<file path="config.mk">
export PLATFORM = sky130hd
export DESIGN_NAME = byte_run_length_codec_core
export DESIGN_NICKNAME = d
export VERILOG_FILES = /design/src/rtl/brlc_pkg.sv /design/src/rtl/brlc_front.sv /design/src/rtl/brlc_queue.sv /design/src/rtl/brlc_back.sv /design/src/rtl/byte_run_length_codec_core.sv
export SDC_FILE = /design/constraint.sdc
export NUM_CORES = 1
export LEC_CHECK = 0
export BUFFER_PORTS_ARGS = -buffer_cell sky130_fd_sc_hd__buf_2
export CAP_MARGIN = 20
export CORE_MARGIN = 8
export CORE_UTILIZATION = 40
export CTS_BUF_LIST = sky130_fd_sc_hd__clkbuf_16
export DETAILED_ROUTE_END_ITERATION = 12
export PLACE_DENSITY = 0.58
export SLEW_MARGIN = 0
export SYNTH_ARGS = -nofsm -noshare
export SYNTH_HDL_FRONTEND = slang
export SYNTH_SLANG_ARGS = --single-unit
</file>
<file path="constraint.sdc">
create_clock -name aclk -period 6.6 [get_ports aclk]
set_input_delay 0 -clock aclk [delete_from_list [all_inputs] [get_ports aclk]]
set_output_delay 0 -clock aclk [all_outputs]
set_load 0.005 [all_outputs]
</file>
<file path="src/rtl/brlc_pkg.sv">
`default_nettype none

package brlc_pkg;

    localparam int unsigned NUM_LANES     = 8;
    localparam int unsigned OUT_LANES_DEF = 8;
    localparam int unsigned LIT_BYTES     = 4;

    localparam logic [7:0] MAX_RUN = 8'd255;

    localparam logic MODE_ENCODE = 1'b0;
    localparam logic MODE_EXPAND = 1'b1;

    localparam logic STATUS_OK        = 1'b0;
    localparam logic STATUS_MALFORMED = 1'b1;

    // one queued job: either up to four literal bytes or a repeated byte
    typedef struct packed {
        logic [LIT_BYTES-1:0][7:0] lit;
        logic                      rep;
        logic [7:0]                value;
        logic [7:0]                count;
        logic                      stream_end;
        logic                      status;
    } brlc_desc_t;

endpackage

`default_nettype wire

</file>
<file path="src/rtl/brlc_front.sv">
`default_nettype none

module brlc_front (
    input  wire logic              aclk,
    input  wire logic              aresetn,
    input  wire logic              cfg_valid,
    output logic                   cfg_ready,
    input  wire logic              cfg_codec_mode,
    input  wire logic              s_valid,
    output logic                   s_ready,
    input  wire logic [7:0]        s_data_byte,
    input  wire logic              s_byte_present,
    input  wire logic              s_end_of_stream,
    output logic                   q_push,
    output brlc_pkg::brlc_desc_t   q_desc,
    input  wire logic              q_ready
);
    import brlc_pkg::*;

    logic       mode_reg, mode_next;
    logic [7:0] run_byte_reg, run_byte_next;
    logic [7:0] run_length_reg, run_length_next;
    logic [7:0] pending_count_reg, pending_count_next;
    logic       count_held_reg, count_held_next;
    logic       error_seen_reg, error_seen_next;

    logic       accept;
    logic       pair_out;
    logic       flush;
    logic       fault_now;
    logic [7:0] byte_new, len_new, pend_new;
    logic       held_new, err_new;

    assign cfg_ready = 1'b1;
    assign s_ready   = q_ready;
    assign accept    = s_valid && q_ready;

    always_comb begin
        byte_new  = run_byte_reg;
        len_new   = run_length_reg;
        pend_new  = pending_count_reg;
        held_new  = count_held_reg;
        err_new   = error_seen_reg;
        pair_out  = 1'b0;
        flush     = 1'b0;
        fault_now = 1'b0;
        q_desc    = '0;

        if (mode_reg == MODE_ENCODE) begin
            if (s_byte_present) begin
                if (run_length_reg == 8'd0) begin
                    byte_new = s_data_byte;
                    len_new  = 8'd1;
                end else if (s_data_byte == run_byte_reg && run_length_reg < MAX_RUN) begin
                    len_new = run_length_reg + 8'd1;
                end else begin
                    pair_out = 1'b1;
                    byte_new = s_data_byte;
                    len_new  = 8'd1;
                end
            end
            flush = s_end_of_stream && (len_new != 8'd0);
            // held pair goes first, the flushed run after it
            q_desc.lit[0] = pair_out ? run_length_reg : len_new;
            q_desc.lit[1] = pair_out ? run_byte_reg : byte_new;
            q_desc.lit[2] = len_new;
            q_desc.lit[3] = byte_new;
            q_desc.count  = (pair_out ? 8'd2 : 8'd0) + (flush ? 8'd2 : 8'd0);
        end else begin
            if (s_byte_present && !error_seen_reg) begin
                if (!count_held_reg) begin
                    if (s_data_byte == 8'd0) begin
                        err_new   = 1'b1;
                        fault_now = 1'b1;
                    end else begin
                        pend_new = s_data_byte;
                        held_new = 1'b1;
                    end
                end else begin
                    q_desc.rep   = 1'b1;
                    q_desc.value = s_data_byte;
                    q_desc.count = pending_count_reg;
                    pend_new     = 8'd0;
                    held_new     = 1'b0;
                end
            end
            // lone count byte at end of stream
            if (s_end_of_stream && held_new && !err_new) begin
                err_new = 1'b1;
            end
        end

        q_desc.stream_end = s_end_of_stream;
        q_desc.status     = (mode_reg == MODE_EXPAND && err_new) ? STATUS_MALFORMED
                                                                 : STATUS_OK;
        q_push = accept && (q_desc.count != 8'd0 || s_end_of_stream || fault_now);
    end

    always_comb begin
        mode_next          = mode_reg;
        run_byte_next      = run_byte_reg;
        run_length_next    = run_length_reg;
        pending_count_next = pending_count_reg;
        count_held_next    = count_held_reg;
        error_seen_next    = error_seen_reg;
        if (accept) begin
            if (s_end_of_stream) begin
                run_byte_next      = 8'd0;
                run_length_next    = 8'd0;
                pending_count_next = 8'd0;
                count_held_next    = 1'b0;
                error_seen_next    = 1'b0;
            end else begin
                run_byte_next      = byte_new;
                run_length_next    = len_new;
                pending_count_next = pend_new;
                count_held_next    = held_new;
                error_seen_next    = err_new;
            end
        end
        if (cfg_valid) begin
            mode_next          = cfg_codec_mode;
            run_byte_next      = 8'd0;
            run_length_next    = 8'd0;
            pending_count_next = 8'd0;
            count_held_next    = 1'b0;
            error_seen_next    = 1'b0;
        end
    end

    always_ff @(posedge aclk) begin
        if (!aresetn) begin
            mode_reg          <= MODE_ENCODE;
            run_byte_reg      <= 8'd0;
            run_length_reg    <= 8'd0;
            pending_count_reg <= 8'd0;
            count_held_reg    <= 1'b0;
            error_seen_reg    <= 1'b0;
        end else begin
            mode_reg          <= mode_next;
            run_byte_reg      <= run_byte_next;
            run_length_reg    <= run_length_next;
            pending_count_reg <= pending_count_next;
            count_held_reg    <= count_held_next;
            error_seen_reg    <= error_seen_next;
        end
    end

endmodule

`default_nettype wire

</file>
<file path="src/rtl/brlc_queue.sv">
`default_nettype none

module brlc_queue (
    input  wire logic                 aclk,
    input  wire logic                 aresetn,
    input  wire logic                 in_valid,
    output logic                      in_ready,
    input  wire brlc_pkg::brlc_desc_t in_desc,
    output logic                      out_valid,
    input  wire logic                 out_ready,
    output brlc_pkg::brlc_desc_t      out_desc
);
    import brlc_pkg::*;

    // two-entry shift queue, head always in the first slot
    brlc_desc_t head_reg, head_next;
    brlc_desc_t tail_reg, tail_next;
    logic       head_vld_reg, head_vld_next;
    logic       tail_vld_reg, tail_vld_next;
    logic       push, pop;

    assign in_ready  = !tail_vld_reg;
    assign out_valid = head_vld_reg;
    assign out_desc  = head_reg;
    assign push      = in_valid && !tail_vld_reg;
    assign pop       = head_vld_reg && out_ready;

    always_comb begin
        head_next     = head_reg;
        tail_next     = tail_reg;
        head_vld_next = head_vld_reg;
        tail_vld_next = tail_vld_reg;
        if (pop) begin
            head_next     = tail_vld_reg ? tail_reg : in_desc;
            head_vld_next = tail_vld_reg || push;
            tail_next     = in_desc;
            tail_vld_next = tail_vld_reg && push;
        end else if (push) begin
            if (!head_vld_reg) begin
                head_next     = in_desc;
                head_vld_next = 1'b1;
            end else begin
                tail_next     = in_desc;
                tail_vld_next = 1'b1;
            end
        end
    end

    always_ff @(posedge aclk) begin
        head_reg <= head_next;
        tail_reg <= tail_next;
        if (!aresetn) begin
            head_vld_reg <= 1'b0;
            tail_vld_reg <= 1'b0;
        end else begin
            head_vld_reg <= head_vld_next;
            tail_vld_reg <= tail_vld_next;
        end
    end

endmodule

`default_nettype wire

</file>
<file path="src/rtl/brlc_back.sv">
`default_nettype none

module brlc_back #(
    parameter int unsigned OUT_LANES = brlc_pkg::OUT_LANES_DEF
) (
    input  wire logic                                  aclk,
    input  wire logic                                  aresetn,
    input  wire logic                                  q_valid,
    output logic                                       q_pop,
    input  wire brlc_pkg::brlc_desc_t                  q_desc,
    output logic                                       m_valid,
    input  wire logic                                  m_ready,
    output logic [brlc_pkg::NUM_LANES-1:0][7:0]        m_lanes,
    output logic [3:0]                                 m_valid_bytes,
    output logic                                       m_last_of_item,
    output logic                                       m_stream_end,
    output logic                                       m_status
);
    import brlc_pkg::*;

    brlc_desc_t                  cur_reg;
    logic                        cur_vld_reg, cur_vld_next;
    logic [7:0]                  rem_reg, rem_next;
    logic [2:0]                  pos_reg, pos_next;

    logic                        m_valid_reg, m_valid_next;
    logic [NUM_LANES-1:0][7:0]   lanes_reg, lanes_next;
    logic [3:0]                  vbytes_reg;
    logic                        last_reg, end_reg, status_reg;

    logic                        out_free, emit, last_word;
    logic [7:0]                  n_word;
    logic [NUM_LANES-1:0][1:0]   lit_idx;
    logic [NUM_LANES-1:0][2:0]   lit_sum;

    assign out_free  = !m_valid_reg || m_ready;
    assign q_pop     = !cur_vld_reg && q_valid;
    assign emit      = cur_vld_reg && out_free;
    assign last_word = rem_reg <= 8'(OUT_LANES);
    assign n_word    = last_word ? rem_reg : 8'(OUT_LANES);

    always_comb begin
        for (int j = 0; j < NUM_LANES; j++) begin
            lit_sum[j] = pos_reg + 3'(j);
            lit_idx[j] = lit_sum[j][1:0];
            if (8'(j) < n_word) begin
                lanes_next[j] = cur_reg.rep ? cur_reg.value : cur_reg.lit[lit_idx[j]];
            end else begin
                lanes_next[j] = 8'd0;
            end
        end
    end

    always_comb begin
        cur_vld_next = cur_vld_reg;
        rem_next     = rem_reg;
        pos_next     = pos_reg;
        m_valid_next = m_valid_reg;
        if (m_ready) begin
            m_valid_next = 1'b0;
        end
        if (q_pop) begin
            cur_vld_next = 1'b1;
            rem_next     = q_desc.count;
            pos_next     = 3'd0;
        end else if (emit) begin
            m_valid_next = 1'b1;
            rem_next     = rem_reg - n_word;
            pos_next     = pos_reg + n_word[2:0];
            if (last_word) begin
                cur_vld_next = 1'b0;
            end
        end
    end

    always_ff @(posedge aclk) begin
        if (q_pop) begin
            cur_reg <= q_desc;
        end
        rem_reg <= rem_next;
        pos_reg <= pos_next;
        if (emit) begin
            lanes_reg  <= lanes_next;
            vbytes_reg <= n_word[3:0];
            last_reg   <= last_word;
            end_reg    <= last_word && cur_reg.stream_end;
            status_reg <= cur_reg.status;
        end
        if (!aresetn) begin
            cur_vld_reg <= 1'b0;
            m_valid_reg <= 1'b0;
        end else begin
            cur_vld_reg <= cur_vld_next;
            m_valid_reg <= m_valid_next;
        end
    end

    assign m_valid        = m_valid_reg;
    assign m_lanes        = lanes_reg;
    assign m_valid_bytes  = vbytes_reg;
    assign m_last_of_item = last_reg;
    assign m_stream_end   = end_reg;
    assign m_status       = status_reg;

endmodule

`default_nettype wire

</file>
<file path="src/rtl/byte_run_length_codec_core.sv">
// channel | direction | beat carries                               | handshake
// cfg     | in        | codec_mode                                 | cfg_valid / cfg_ready
// s       | in        | data_byte, byte_present, end_of_stream     | s_valid / s_ready
// m       | out       | lane0..7, valid_bytes, last_of_item,       | m_valid / m_ready
//         |           | stream_end, status                         |
//
// a beat that yields results is first loaded into the word builder, which then emits one
// output word per cycle while the output is not stalled by m_ready: one word in compress
// mode at 8 lanes, ceil(count/OUT_LANES) words in expand mode (up to 32 for a count of 255).
// beats that yield no result stay in the front end and push nothing into the queue.
// synchronous active-low reset clears the mode register, the stream state, the queue
// and the word builder.
// a two-entry queue between classifier and word builder lets either side stall alone.
`default_nettype none

module byte_run_length_codec_core #(
    parameter int unsigned OUT_LANES = brlc_pkg::OUT_LANES_DEF
) (
    input  wire logic       aclk,
    input  wire logic       aresetn,
    input  wire logic       cfg_valid,
    output logic            cfg_ready,
    input  wire logic       cfg_codec_mode,
    input  wire logic       s_valid,
    output logic            s_ready,
    input  wire logic [7:0] s_data_byte,
    input  wire logic       s_byte_present,
    input  wire logic       s_end_of_stream,
    output logic            m_valid,
    input  wire logic       m_ready,
    output logic [7:0]      m_lane0,
    output logic [7:0]      m_lane1,
    output logic [7:0]      m_lane2,
    output logic [7:0]      m_lane3,
    output logic [7:0]      m_lane4,
    output logic [7:0]      m_lane5,
    output logic [7:0]      m_lane6,
    output logic [7:0]      m_lane7,
    output logic [3:0]      m_valid_bytes,
    output logic            m_last_of_item,
    output logic            m_stream_end,
    output logic            m_status
);
    import brlc_pkg::*;

    logic                      push, push_ready;
    brlc_desc_t                push_desc;
    logic                      q_valid, q_pop;
    brlc_desc_t                q_desc;
    logic [NUM_LANES-1:0][7:0] lanes;

    brlc_front u_front (
        .aclk            (aclk),
        .aresetn         (aresetn),
        .cfg_valid       (cfg_valid),
        .cfg_ready       (cfg_ready),
        .cfg_codec_mode  (cfg_codec_mode),
        .s_valid         (s_valid),
        .s_ready         (s_ready),
        .s_data_byte     (s_data_byte),
        .s_byte_present  (s_byte_present),
        .s_end_of_stream (s_end_of_stream),
        .q_push          (push),
        .q_desc          (push_desc),
        .q_ready         (push_ready)
    );

    brlc_queue u_queue (
        .aclk      (aclk),
        .aresetn   (aresetn),
        .in_valid  (push),
        .in_ready  (push_ready),
        .in_desc   (push_desc),
        .out_valid (q_valid),
        .out_ready (q_pop),
        .out_desc  (q_desc)
    );

    brlc_back #(
        .OUT_LANES (OUT_LANES)
    ) u_back (
        .aclk           (aclk),
        .aresetn        (aresetn),
        .q_valid        (q_valid),
        .q_pop          (q_pop),
        .q_desc         (q_desc),
        .m_valid        (m_valid),
        .m_ready        (m_ready),
        .m_lanes        (lanes),
        .m_valid_bytes  (m_valid_bytes),
        .m_last_of_item (m_last_of_item),
        .m_stream_end   (m_stream_end),
        .m_status       (m_status)
    );

    assign m_lane0 = lanes[0];
    assign m_lane1 = lanes[1];
    assign m_lane2 = lanes[2];
    assign m_lane3 = lanes[3];
    assign m_lane4 = lanes[4];
    assign m_lane5 = lanes[5];
    assign m_lane6 = lanes[6];
    assign m_lane7 = lanes[7];

    // only the closing word of a beat may be partly filled
    a_full_words: assert property (@(posedge aclk) disable iff (!aresetn)
        m_valid && !m_last_of_item |-> m_valid_bytes == 4'(OUT_LANES))
        else $error("non-final word not full");

    a_end_is_last: assert property (@(posedge aclk) disable iff (!aresetn)
        m_valid && m_stream_end |-> m_last_of_item)
        else $error("stream end on a non-final word");

    a_lane_bound: assert property (@(posedge aclk) disable iff (!aresetn)
        m_valid |-> m_valid_bytes <= 4'(OUT_LANES))
        else $error("valid_bytes exceeds lane count");

    // a dropped push would lose a whole beat of results
    a_no_overflow: assert property (@(posedge aclk) disable iff (!aresetn)
        push |-> push_ready)
        else $error("queue push while full");

endmodule

`default_nettype wire

</file>
; Word level (Yosys, flattened, before mapping)
; Index checks and enable logic that the tools add are counted.
[totals]
reg_bits = 258
inputBits = 16
output_inout_bits = 74
elab_cells = 216
[classes]
addsub = 11
order_cmp = 18
n_eq_ne = 4
mux = 92
bitwise_logic = 1
n_reduce_logical = 40
[op_table]
columns = operator, count
row1 = 2-to-1 mux 51 bit, 7
row2 = 2-to-1 mux 8 bit, 38
row3 = binary-select mux 8 bit (select 2 bit), 8
row4 = 2-to-1 mux 17 bit, 2
row5 = 2-to-1 mux 1 bit, 33
row6 = "less-than comparator 3 x 8 -> 1 bit, first input constant", 4
row7 = 2-to-1 mux 32 bit, 1
row8 = "less-than comparator 2 x 3 -> 1 bit, second input constant", 8
row9 = zero test 8 bit, 2
row10 = "less-than comparator 1 x 8 -> 1 bit, first input constant", 2
row11 = "less-than comparator 2 x 8 -> 1 bit, first input constant", 2
row12 = nonzero test 8 bit, 2
row13 = logical AND 1 bit, 14
row14 = nonzero test 2 bit, 6
row15 = AND reduction 2 bit, 5
row16 = 2-to-1 mux 9 bit, 1
row17 = "adder 2 bit, second input constant", 4
row18 = "adder 8 x 1 -> 8 bit, second input constant", 1
row19 = adder 8 bit, 1
row20 = == test 8 bit, 1
row21 = "<= comparator 8 x 4 -> 1 bit, second input constant", 1
row22 = "less-than comparator 8 bit, second input constant", 1
row23 = subtractor 8 bit, 1
row24 = "adder 2 x 1 -> 2 bit, second input constant", 3
row25 = 9 further kinds, 18

; Logic depth before layout (Yosys ltp)
; Gate-level depths: netlist of the first run.
[logic_depth]
ltp_word = 18
ltp_mapped = 13

; Cells and area by module
; A second synthesis of the first run with hierarchy kept.
[hier_totals]
cells_unflattened = 848
hier_area_um2 = 11532.3
[by_module_without_submodules]
columns = mod, n_inst, cells_each, area_each_um2
row1 = brlc_back, 1, 387, 5525.3
row2 = brlc_queue, 1, 172, 3831.2
row3 = brlc_front, 1, 289, 2175.8

; Worst setup path before layout of the first run
; OpenSTA, ideal clock, no wires.
[synth_timing]
path_kind = register to register
from = reg u_front.run_byte_reg[5]
to = reg u_queue.tail_reg[0] (netlist bit) (enable)
arrival_time_ns = 5.978
required_ns = 6.062
path_slack_ns = 0.084
path_stages_with_launch = 13
n_path_buf = 0
path_cell_list = dfxtp_1 -> xor2_1 -> nor4_1 -> nand2_1 -> nor3_1 -> a21oi_1 -> o31a_1 -> ha_1 -> nor2b_1 -> a211oi_1 -> nand3_1 -> nand2_1 -> a21boi_0
[synth_via]
elab_chain_cells = 18
[synth_rtl]
columns = item, line_no
row1 = from (decl), brlc_front.sv:21  ; logic [7:0] run_byte_reg, run_byte_next;
row2 = from (signal assigned), brlc_front.sv:141  ; run_byte_reg <= run_byte_next;
row3 = == test 8 bit *, brlc_front.sv:54  ; end else if (s_data_byte == run_byte_reg && run_length_reg < MAX_RUN) begin
row4 = logical AND 1 bit *, brlc_front.sv:54
row5 = 2-to-1 mux 8 bit, brlc_front.sv:54
row6 = 2-to-1 mux 8 bit, brlc_front.sv:51  ; if (run_length_reg == 8'd0) begin
row7 = 2-to-1 mux 8 bit, brlc_front.sv:50  ; if (s_byte_present) begin
row8 = 2-to-1 mux 8 bit, brlc_front.sv:49  ; if (mode_reg == MODE_ENCODE) begin
row9 = nonzero test 8 bit, brlc_front.sv:62  ; flush = s_end_of_stream && (len_new != 8'd0);
row10 = logical AND 1 bit, brlc_front.sv:62
row11 = 2-to-1 mux 2 bit, brlc_front.sv:68  ; q_desc.count = (pair_out ? 8'd2 : 8'd0) + (flush ? 8'd2 : 8'd0);
row12 = adder 8 bit *, brlc_front.sv:68
row13 = 2-to-1 mux 8 bit *, brlc_front.sv:49
row14 = nonzero test 8 bit *, brlc_front.sv:96  ; q_push = accept && (q_desc.count != 8'd0 || s_end_of_stream || fault_now);
row15 = logical OR 1 bit * (2 in series), brlc_front.sv:96
row16 = logical AND 1 bit *, brlc_front.sv:96
row17 = logical AND 1 bit *, brlc_queue.sv:25  ; assign push = in_valid && !tail_vld_reg;
row18 = nonzero test 2 bit (no source line) *, -
row19 = AND reduction 2 bit (no source line) *, -
row20 = to (signal assigned), brlc_queue.sv:51  ; tail_reg <= tail_next;
row21 = to (decl), brlc_queue.sv:17  ; brlc_desc_t tail_reg, tail_next;
; Mark *: on every way between the ends. The rest lies on a longest branch, timed or not. The select of a mux whose other input is x is not followed.
; A chain may end at the register's enable or synchronous reset.

; Worst setup path in the final report of the first run
[layout_timing]
from = reg u_front.run_byte_reg[5]
to = reg u_queue.tail_reg[21] (netlist bit) (enable)
; Same word-level chain as after synthesis.

==> results of run 1 <==
## per-stage QoR
step,hold WS [ns],setup WS (ns)
after global routing,0.0918,2.41
after CTS,0.0439,2.66
after floorplan,0.0989,0.0844
after detailed placement,0.279,2.69
final,0.0848,2.69
after global placement,0.274,2.75
## routing by layer
metal,up-vias,GRT usage (%)
met1,3261,20.3
li1,3442,-
met3,33,2.38
met5,-,0
met2,174,21.2
met4,0,3.87
## critical path, delay by kind of cell (launching register included)
family                   cells  cell delay (ns)
AND/OR/NAND/NOR              6             1.49
AO/OA/AOI/OAI                4             0.71
buffers and inverters        1             0.54
flip-flops                   1             0.33
adder cells (fa/ha/maj)      1             0.27
XOR/XNOR                     1             0.17
## worst paths after layout
check	from	end	slack, ns	depth (start not counted)
setup / recovery	u_front.run_byte_reg[5]$_SDFFE_PP0P_	u_queue.tail_reg[21]$_DFFE_PP_	2.69	13
hold reg to reg	u_queue.out_desc[41]$_DFFE_PP_	u_back.cur_reg[41]$_DFFE_PP_	0.41	0
hold / removal	s_byte_present	u_front.error_seen_reg$_SDFFE_PP0P_	0.08	4
setup reg to reg	u_front.run_byte_reg[5]$_SDFFE_PP0P_	u_queue.tail_reg[21]$_DFFE_PP_	2.69	13
## layout make-up
class | instances | area share (%)
Timing Repair Buffer | 115 | 5.22
Multi-Input combinational cell | 550 | 28.5
Clock buffer | 27 | 5.14
Inverter | 10 | 0.286
Sequential cell | 257 | 56.2
Clock inverter | 22 | 1.08
Tap cell | 378 | 3.60
## power groups by stage
stage | clock [mW] | combinational (mW) | sequential (mW)
final | 1.39 | 0.275 | 1.94
after global routing | 1.48 | 0.309 | 1.95
after CTS | 1.42 | 0.280 | 1.94
after detailed placement | 0 | 0.271 | 1.97
after global placement | 0 | 0.270 | 1.97
after floorplan | 0 | 0.185 | 1.96
## logic make-up (layout without fill, tap and decap cells)
| logic type | count (synthesis) | after routing | share of synthesized area, % |
|---|---|---|---|
| DFF | 257 | 257 | 65.1 |
| muxes | 91 | 91 | 10.1 |
| buffers and inverters | 60 | 174 | 2.26 |
| other | 1 | 2 | 0.0330 |
| xor gates and xnor gates | 17 | 17 | 1.31 |
| AOI/OAI and AO/OA | 143 | 143 | 8.56 |
| and+or+nand+nor | 292 | 292 | 12.1 |
| adders and majority gates | 5 | 5 | 0.551 |
## what timing repair did
item,4_1_cts,5_1_grt
resized for setup,0,0
endpoints found under the hold margin,37,0
buffers inserted,0,0
hold buffers,17,0
## layout by cell type (no fill, tap or decap), drive strengths merged, types with 10 or more instances in the layout
cell type    synthesis  layout
edfxtp             224     224
o31ai               12      12
clkinv               1      13
dlygate4sd3          0      17
a211oi              14      14
nand3               14      14
xor2                14      14
and3                22      22
nor2               131     131
o21ai               29      29
nor3                17      17
inv                  9      16
a21oi               46      46
a21o                10      10
dfxtp               33      33
mux4                16      16
mux2                30      30
mux2i               45      45
buf                 17      98
clkbuf              33      27
nand2               70      70
==> reports/results.txt, run 1 <==
VDD IR max -> 0.140 mV
# rows -> 61
Final Total Pwr -> 3.60 mW
PortBufs -> 88
Max-Cap Viols -> 0
Avg Inst Size Synth -> 13.1 µm²
Register area -> 0.00739 mm²
Count leader, synth -> edfxtp_1
First-pass GRT wire length -> 37.7 mm
Post-DP Area -> 0.0122 mm²
Least-Margin Pin Slew -> 1.01 ns
Worst Path Arrival -> 4.06 ns
Layout Cells excl Fill -> 1359
CP max-delay cell -> buf_4
Clk sinks -> 257
Critical path class -> reg -> reg
Max Fanout on Critical Path -> 51
Top routing layer in use -> met4
CP dominant cell by count -> nand2_1
Top_reg_cell synth -> edfxtp_1
Gr usage total -> 13.9%
Unique masters post-synth -> 62
Post-Syn Instances -> 866
Number of clock buffers inserted by TritonCTS -> 27
Reg power frac -> 53.8%
Max FFs per register -> 64
DRT Wirelength -> 24.0 mm
Max-slew headroom at the worst pin -> 32.5%
DRT Pass-1 Iters -> 8
Metal3 WL -> 1.37 mm
Routed length per instance -> 17.7 µm
Vias per cell -> 5.08
CTS tree -> done
Pin count of the biggest net entering global routing -> 59
Placed cells -> 1293
Worst Hold Class -> in -> reg
Die height -> 184 µm
Warnings, synthesis -> 0
Final setup TNS -> 0 ns
Number of synthesized flops with an enable pin -> 224
HPWL after detailed placement -> 17.1 mm
Placer Congestion -> 0.866
Area Growth Syn to Fin -> 15.7%
Status -> completed
Clk_skew -> 0.0131 ns
Fin. Hold Viols -> 0
Clock power share -> 38.5%
Multi-input logic area -> 0.00374 mm²
Comb power frac -> 7.7%
Root Driver -> clkbuf_16
Antenna violations before repair -> 0
Post-route ant nets -> 0
Commonest cells post-synth -> edfxtp_1 (224), nor2_1 (130), nand2_1 (70)
Sequential share of the synthesized area -> 65.1%
Drt drc -> 0
Grt ovf -> 0
Final setup vio count -> 0
Clk buf depth -> 3
Crit path time final -> 3.91 ns
Antenna cells -> 0
Met1 wire length -> 11.8 mm
Net switching power -> 0.824 mW
Die Width -> 184 µm
Synth Register Bits -> 257
Post-synth ARST share -> 0%
Required @ worst endpoint -> 6.75 ns
Vias in the first global route -> 6446
Design Area, Final -> 0.0131 mm²
Vias -> 6910
IO Pins -> 90
H-tree levels -> 1
Biggest area consumer among synthesized cells -> edfxtp_1
Worst Setup Start Kind -> flip-flop
Clk Latency, worst-skew pair -> 0.52 ns
DR iter-0 viols -> 512
Fin crit share -> 59.2%
CP endpoint kind -> flip-flop
Worst path cell trace -> xor2_1 -> nor4_1 -> nand2_1 -> nor3_1 -> a21oi_1 -> o31a_1 -> ha_1 -> nor2b_1 -> a211oi_1 -> nand3_1 -> nand2_1 -> a21boi_4 -> buf_4
PwrDens -> 274 mW/mm²
Switching share of power -> 22.9%
Worst-path clk slew -> 0.06 ns
Fillers -> 2515
Crit path largest cell delay -> 0.54 ns
DR WL met2 -> 10.3 mm
CORE AREA -> 0.0279 mm²
Starting Density -> 40.8%
Internal power -> 2.77 mW
Final Util -> 47.2%
Fmax -> 0.256 GHz
Synth top area cells -> edfxtp_1 (59%), dfxtp_1 (5.8%), nor2_1 (4.3%), mux2i_1 (4.0%), mux4_2 (3.2%)
Share of layout cells above drive strength 1 -> 21.6%
Slew Viols, Final -> 0
Leakage -> 4.90 nW
Post-Syn Area -> 0.0114 mm²
Area fraction of the dominant cell type after synthesis -> 59.2%
Unrepaired setup endpoints after global routing -> false
Die Area -> 0.0340 mm²
# nets final -> 982
No activity file was read; power rests on OpenSTA's default activity.
==> inputs of run 2 (changes only) <==
==> constraint.sdc (replaced) <==
create_clock -name aclk -period 3.4 [get_ports aclk]
set_input_delay 0 -clock aclk [delete_from_list [all_inputs] [get_ports aclk]]
set_output_delay 0 -clock aclk [all_outputs]
set_load 0.005 [all_outputs]
==> run 2 against run 1 <==
Net effect: worst hold slack worse by 0.016 ns; fmax up 23%; final cell count up 0.96%; critical path depth down 1; register-to-register slack worse by 2.5 ns; core utilization up 0.80 points; total power up 97%; routed wire length up 0.70%; clock power up 99%; sequential share of layout area down 0.90 points; via count up 1.2%; non-clock buffer count up 16; largest cell class unchanged; largest power group unchanged; highest routed layer unchanged.
==> reports/results.txt, run 2 (synthesis results as in run 1) <==
Placer Congestion -> 0.828 (was 0.866)
Worst Setup Start Kind -> flip-flop (unchanged)
Grt ovf -> 0 (unchanged)
Max Fanout on Critical Path -> 9 (was 51)
CP endpoint -> u_queue.tail_vld_reg$_SDFFE_PN0P_ (was u_queue.tail_reg[21]$_DFFE_PP_)
Fin crit share -> 93.3% (was 59.2%)
Critical path class -> reg -> reg (unchanged)
Worst-path clk slew -> 0.06 ns (about the same)
Fin. Hold Viols -> 0 (unchanged)
DRT Pass-1 Iters -> 4 (was 8)
DRT Wirelength -> 24.2 mm (was 24.0 mm)
CTS tree -> done (unchanged)
Worst Reg2Reg Path Length in Cells -> 12 (was 13)
Starting Density -> 40.8% (unchanged)
Comb power frac -> 7.8% (was 7.7%)
Final setup vio count -> 0 (unchanged)
VDD IR max -> 0.333 mV (was 0.140 mV)
Clock power share -> 39.1% (was 38.5%)
R2r setup slk -> 0.23 ns (was 2.69 ns)
Max-Cap Viols -> 0 (unchanged)
Clk Latency, worst-skew pair -> 0.54 ns (was 0.52 ns)
RR Endpoint -> u_queue.tail_vld_reg$_SDFFE_PN0P_ (was u_queue.tail_reg[21]$_DFFE_PP_)
Crit path time final -> 3.17 ns (was 3.91 ns)
Slew Viols, Final -> 0 (unchanged)
Max FFs per register -> 64 (unchanged)
Share of layout cells above drive strength 1 -> 23.8% (was 21.6%)
Status -> completed (unchanged)
Max-slew headroom at the worst pin -> 33.4% (was 32.5%)
Die height -> 184 µm (unchanged)
Post-route ant nets -> 0 (unchanged)
Setup crit start -> u_front.run_length_reg[4]$_SDFFE_PP0P_ (was u_front.run_byte_reg[5]$_SDFFE_PP0P_)
Die Area -> 0.0340 mm² (unchanged)
Worst Path Arrival -> 3.58 ns (was 4.06 ns)
Vias per cell -> 5.10 (was 5.08)
PwrDens -> 530 mW/mm² (was 274 mW/mm²)
Antenna cells -> 0 (unchanged)
Unrepaired setup endpoints after global routing -> false (unchanged)
Root Driver -> clkbuf_16 (unchanged)
Vias in the first global route -> 6659 (was 6446)
# rows -> 61 (unchanged)
Vias -> 6996 (was 6910)
Switching share of power -> 22.4% (was 22.9%)
Internal power -> 5.50 mW (was 2.77 mW)
Worst r2r src -> u_front.run_length_reg[4]$_SDFFE_PP0P_ (was u_front.run_byte_reg[5]$_SDFFE_PP0P_)
Final Total Pwr -> 7.08 mW (was 3.60 mW)
Least-Margin Pin Slew -> 0.999 ns (was 1.01 ns)
Clk sinks -> 257 (unchanged)
Pin count of the biggest net entering global routing -> 59 (unchanged)
DR iter-0 viols -> 563 (was 512)
Net switching power -> 1.59 mW (was 0.824 mW)
Fmax -> 0.315 GHz (was 0.256 GHz)
Drt drc -> 0 (unchanged)
Placed cells -> 1308 (was 1293)
Most common cell after layout, fill and taps aside -> edfxtp_1 (unchanged)
Clk_skew -> 0.0227 ns (was 0.0131 ns)
CORE AREA -> 0.0279 mm² (unchanged)
First-pass GRT wire length -> 38.3 mm (was 37.7 mm)
Antenna violations before repair -> 0 (unchanged)
Reg power frac -> 53.1% (was 53.8%)
HPWL after detailed placement -> 17.6 mm (was 17.1 mm)
Number of clock buffers inserted by TritonCTS -> 26 (was 27)
H-tree levels -> 1 (unchanged)
Leakage -> 4.98 nW (was 4.90 nW)
Worst Hold Class -> in -> reg (unchanged)
Die Width -> 184 µm (unchanged)
Routed length per instance -> 17.6 µm (was 17.7 µm)
# nets final -> 997 (was 982)
Layout Cells excl Fill -> 1372 (was 1359)
Gr usage total -> 14.1% (was 13.9%)
IO Pins -> 90 (unchanged)
PortBufs -> 88 (unchanged)
Required @ worst endpoint -> 3.81 ns (was 6.75 ns)
Hold path start -> cfg_valid (was s_byte_present)
Commonest cells after routing, fill and taps aside -> edfxtp_1 (224), nor2_1 (129), buf_2 (88) (unchanged)
Clk buf depth -> 3 (unchanged)
Area Growth Syn to Fin -> 17.7% (was 15.7%)
CP endpoint kind -> flip-flop (unchanged)
==> run 2: cell types whose count changed in the layout (fill, tap and decap cells not counted), moves of 3 or more <==
cell and delta:
clkinv_2 -5, dfxtp_1 -4, dfxtp_2 +4, buf_4 +13, buf_12 +3
==> run 2: worst min-delay path by stage <==
stage / slack [ns] / endpoint / cells after the start
6_report: 0.07 / u_front.pending_count_reg[3]$_SDFFE_PP0P_ / 3
5_1_grt: 0.13 / u_front.pending_count_reg[3]$_SDFFE_PP0P_ / 3
4_1_cts: 0.05 / u_front.pending_count_reg[3]$_SDFFE_PP0P_ / 3
3_5_place_dp: 0.27 / u_front.mode_reg$_SDFFE_PN0P_ / 3
3_3_place_gp: 0.28 / u_front.mode_reg$_SDFFE_PN0P_ / 3
2_1_floorplan: 0.1 / u_queue.tail_reg[1]$_DFFE_PP_ / 0
==> run 2: layout make-up <==
cell class                 count  area (µm²)
fill                        2489       14500
sequential                   257        7390
multi-input combinational    550        3780
timing repair buffer         131         843
clock buffer                  26         651
tap                          378         473
clock inverter                20         186
inverter                      10        37.5
==> run 2: per-layer routing <==
| metal | share of wire, % | track usage [%] |
|---|---|---|
| met3 | 5.5 | 2.60 |
| met1 | 48 | 20.1 |
| met4 | 3.0 | 4.61 |
| met5 | 0 | 0 |
| met2 | 43 | 21.6 |
==> run 2: power groups by stage <==
stage / clock network [mW] / logic, mW / registers (mW)
floorplan: 0 / 0.364 / 3.79
global placement: 0 / 0.541 / 3.82
detailed placement: 0 / 0.545 / 3.83
CTS: 2.84 / 0.562 / 3.76
global route: 2.96 / 0.617 / 3.78
finish: 2.77 / 0.553 / 3.76
==> run 2: repair_timing <==
item	in CTS	in global routing
hold buffers	17	0
endpoints found under the setup margin	0	103
endpoints found under the hold margin	46	0
resized for setup	0	8
setup buffers	0	1
==> run 2: metrics by stage <==
step / setup slack, ns / util, % / hold slack, ns / setup TNS, ns / cell area, µm²
final: 0.229 / 48.0 / 0.0689 / 0 / 13400
after global placement: 0.166 / 44.2 / 0.276 / 0 / 12300
after floorplan: -0.0956 / - / 0.0989 / -6.62 / 11400
after global routing: 0.0102 / 48.0 / 0.131 / 0 / 13400
after detailed placement: 0.144 / 44.2 / 0.273 / 0 / 12300
after CTS: 0.0354 / 47.9 / 0.0469 / 0 / 13300
==> run 2: critical path: stages, from the launching register on <==
cell	delay (ns)
dfxtp_1	0.53
nand4_1	0.20
nor2_1	0.17
xnor2_1	0.20
o2111ai_1	0.16
o31a_1	0.31
ha_1	0.27
nor2b_4	0.13
a211oi_1	0.22
nand3_1	0.14
nand3_1	0.13
a21oi_1	0.07
dlygate4sd3_1	0.55
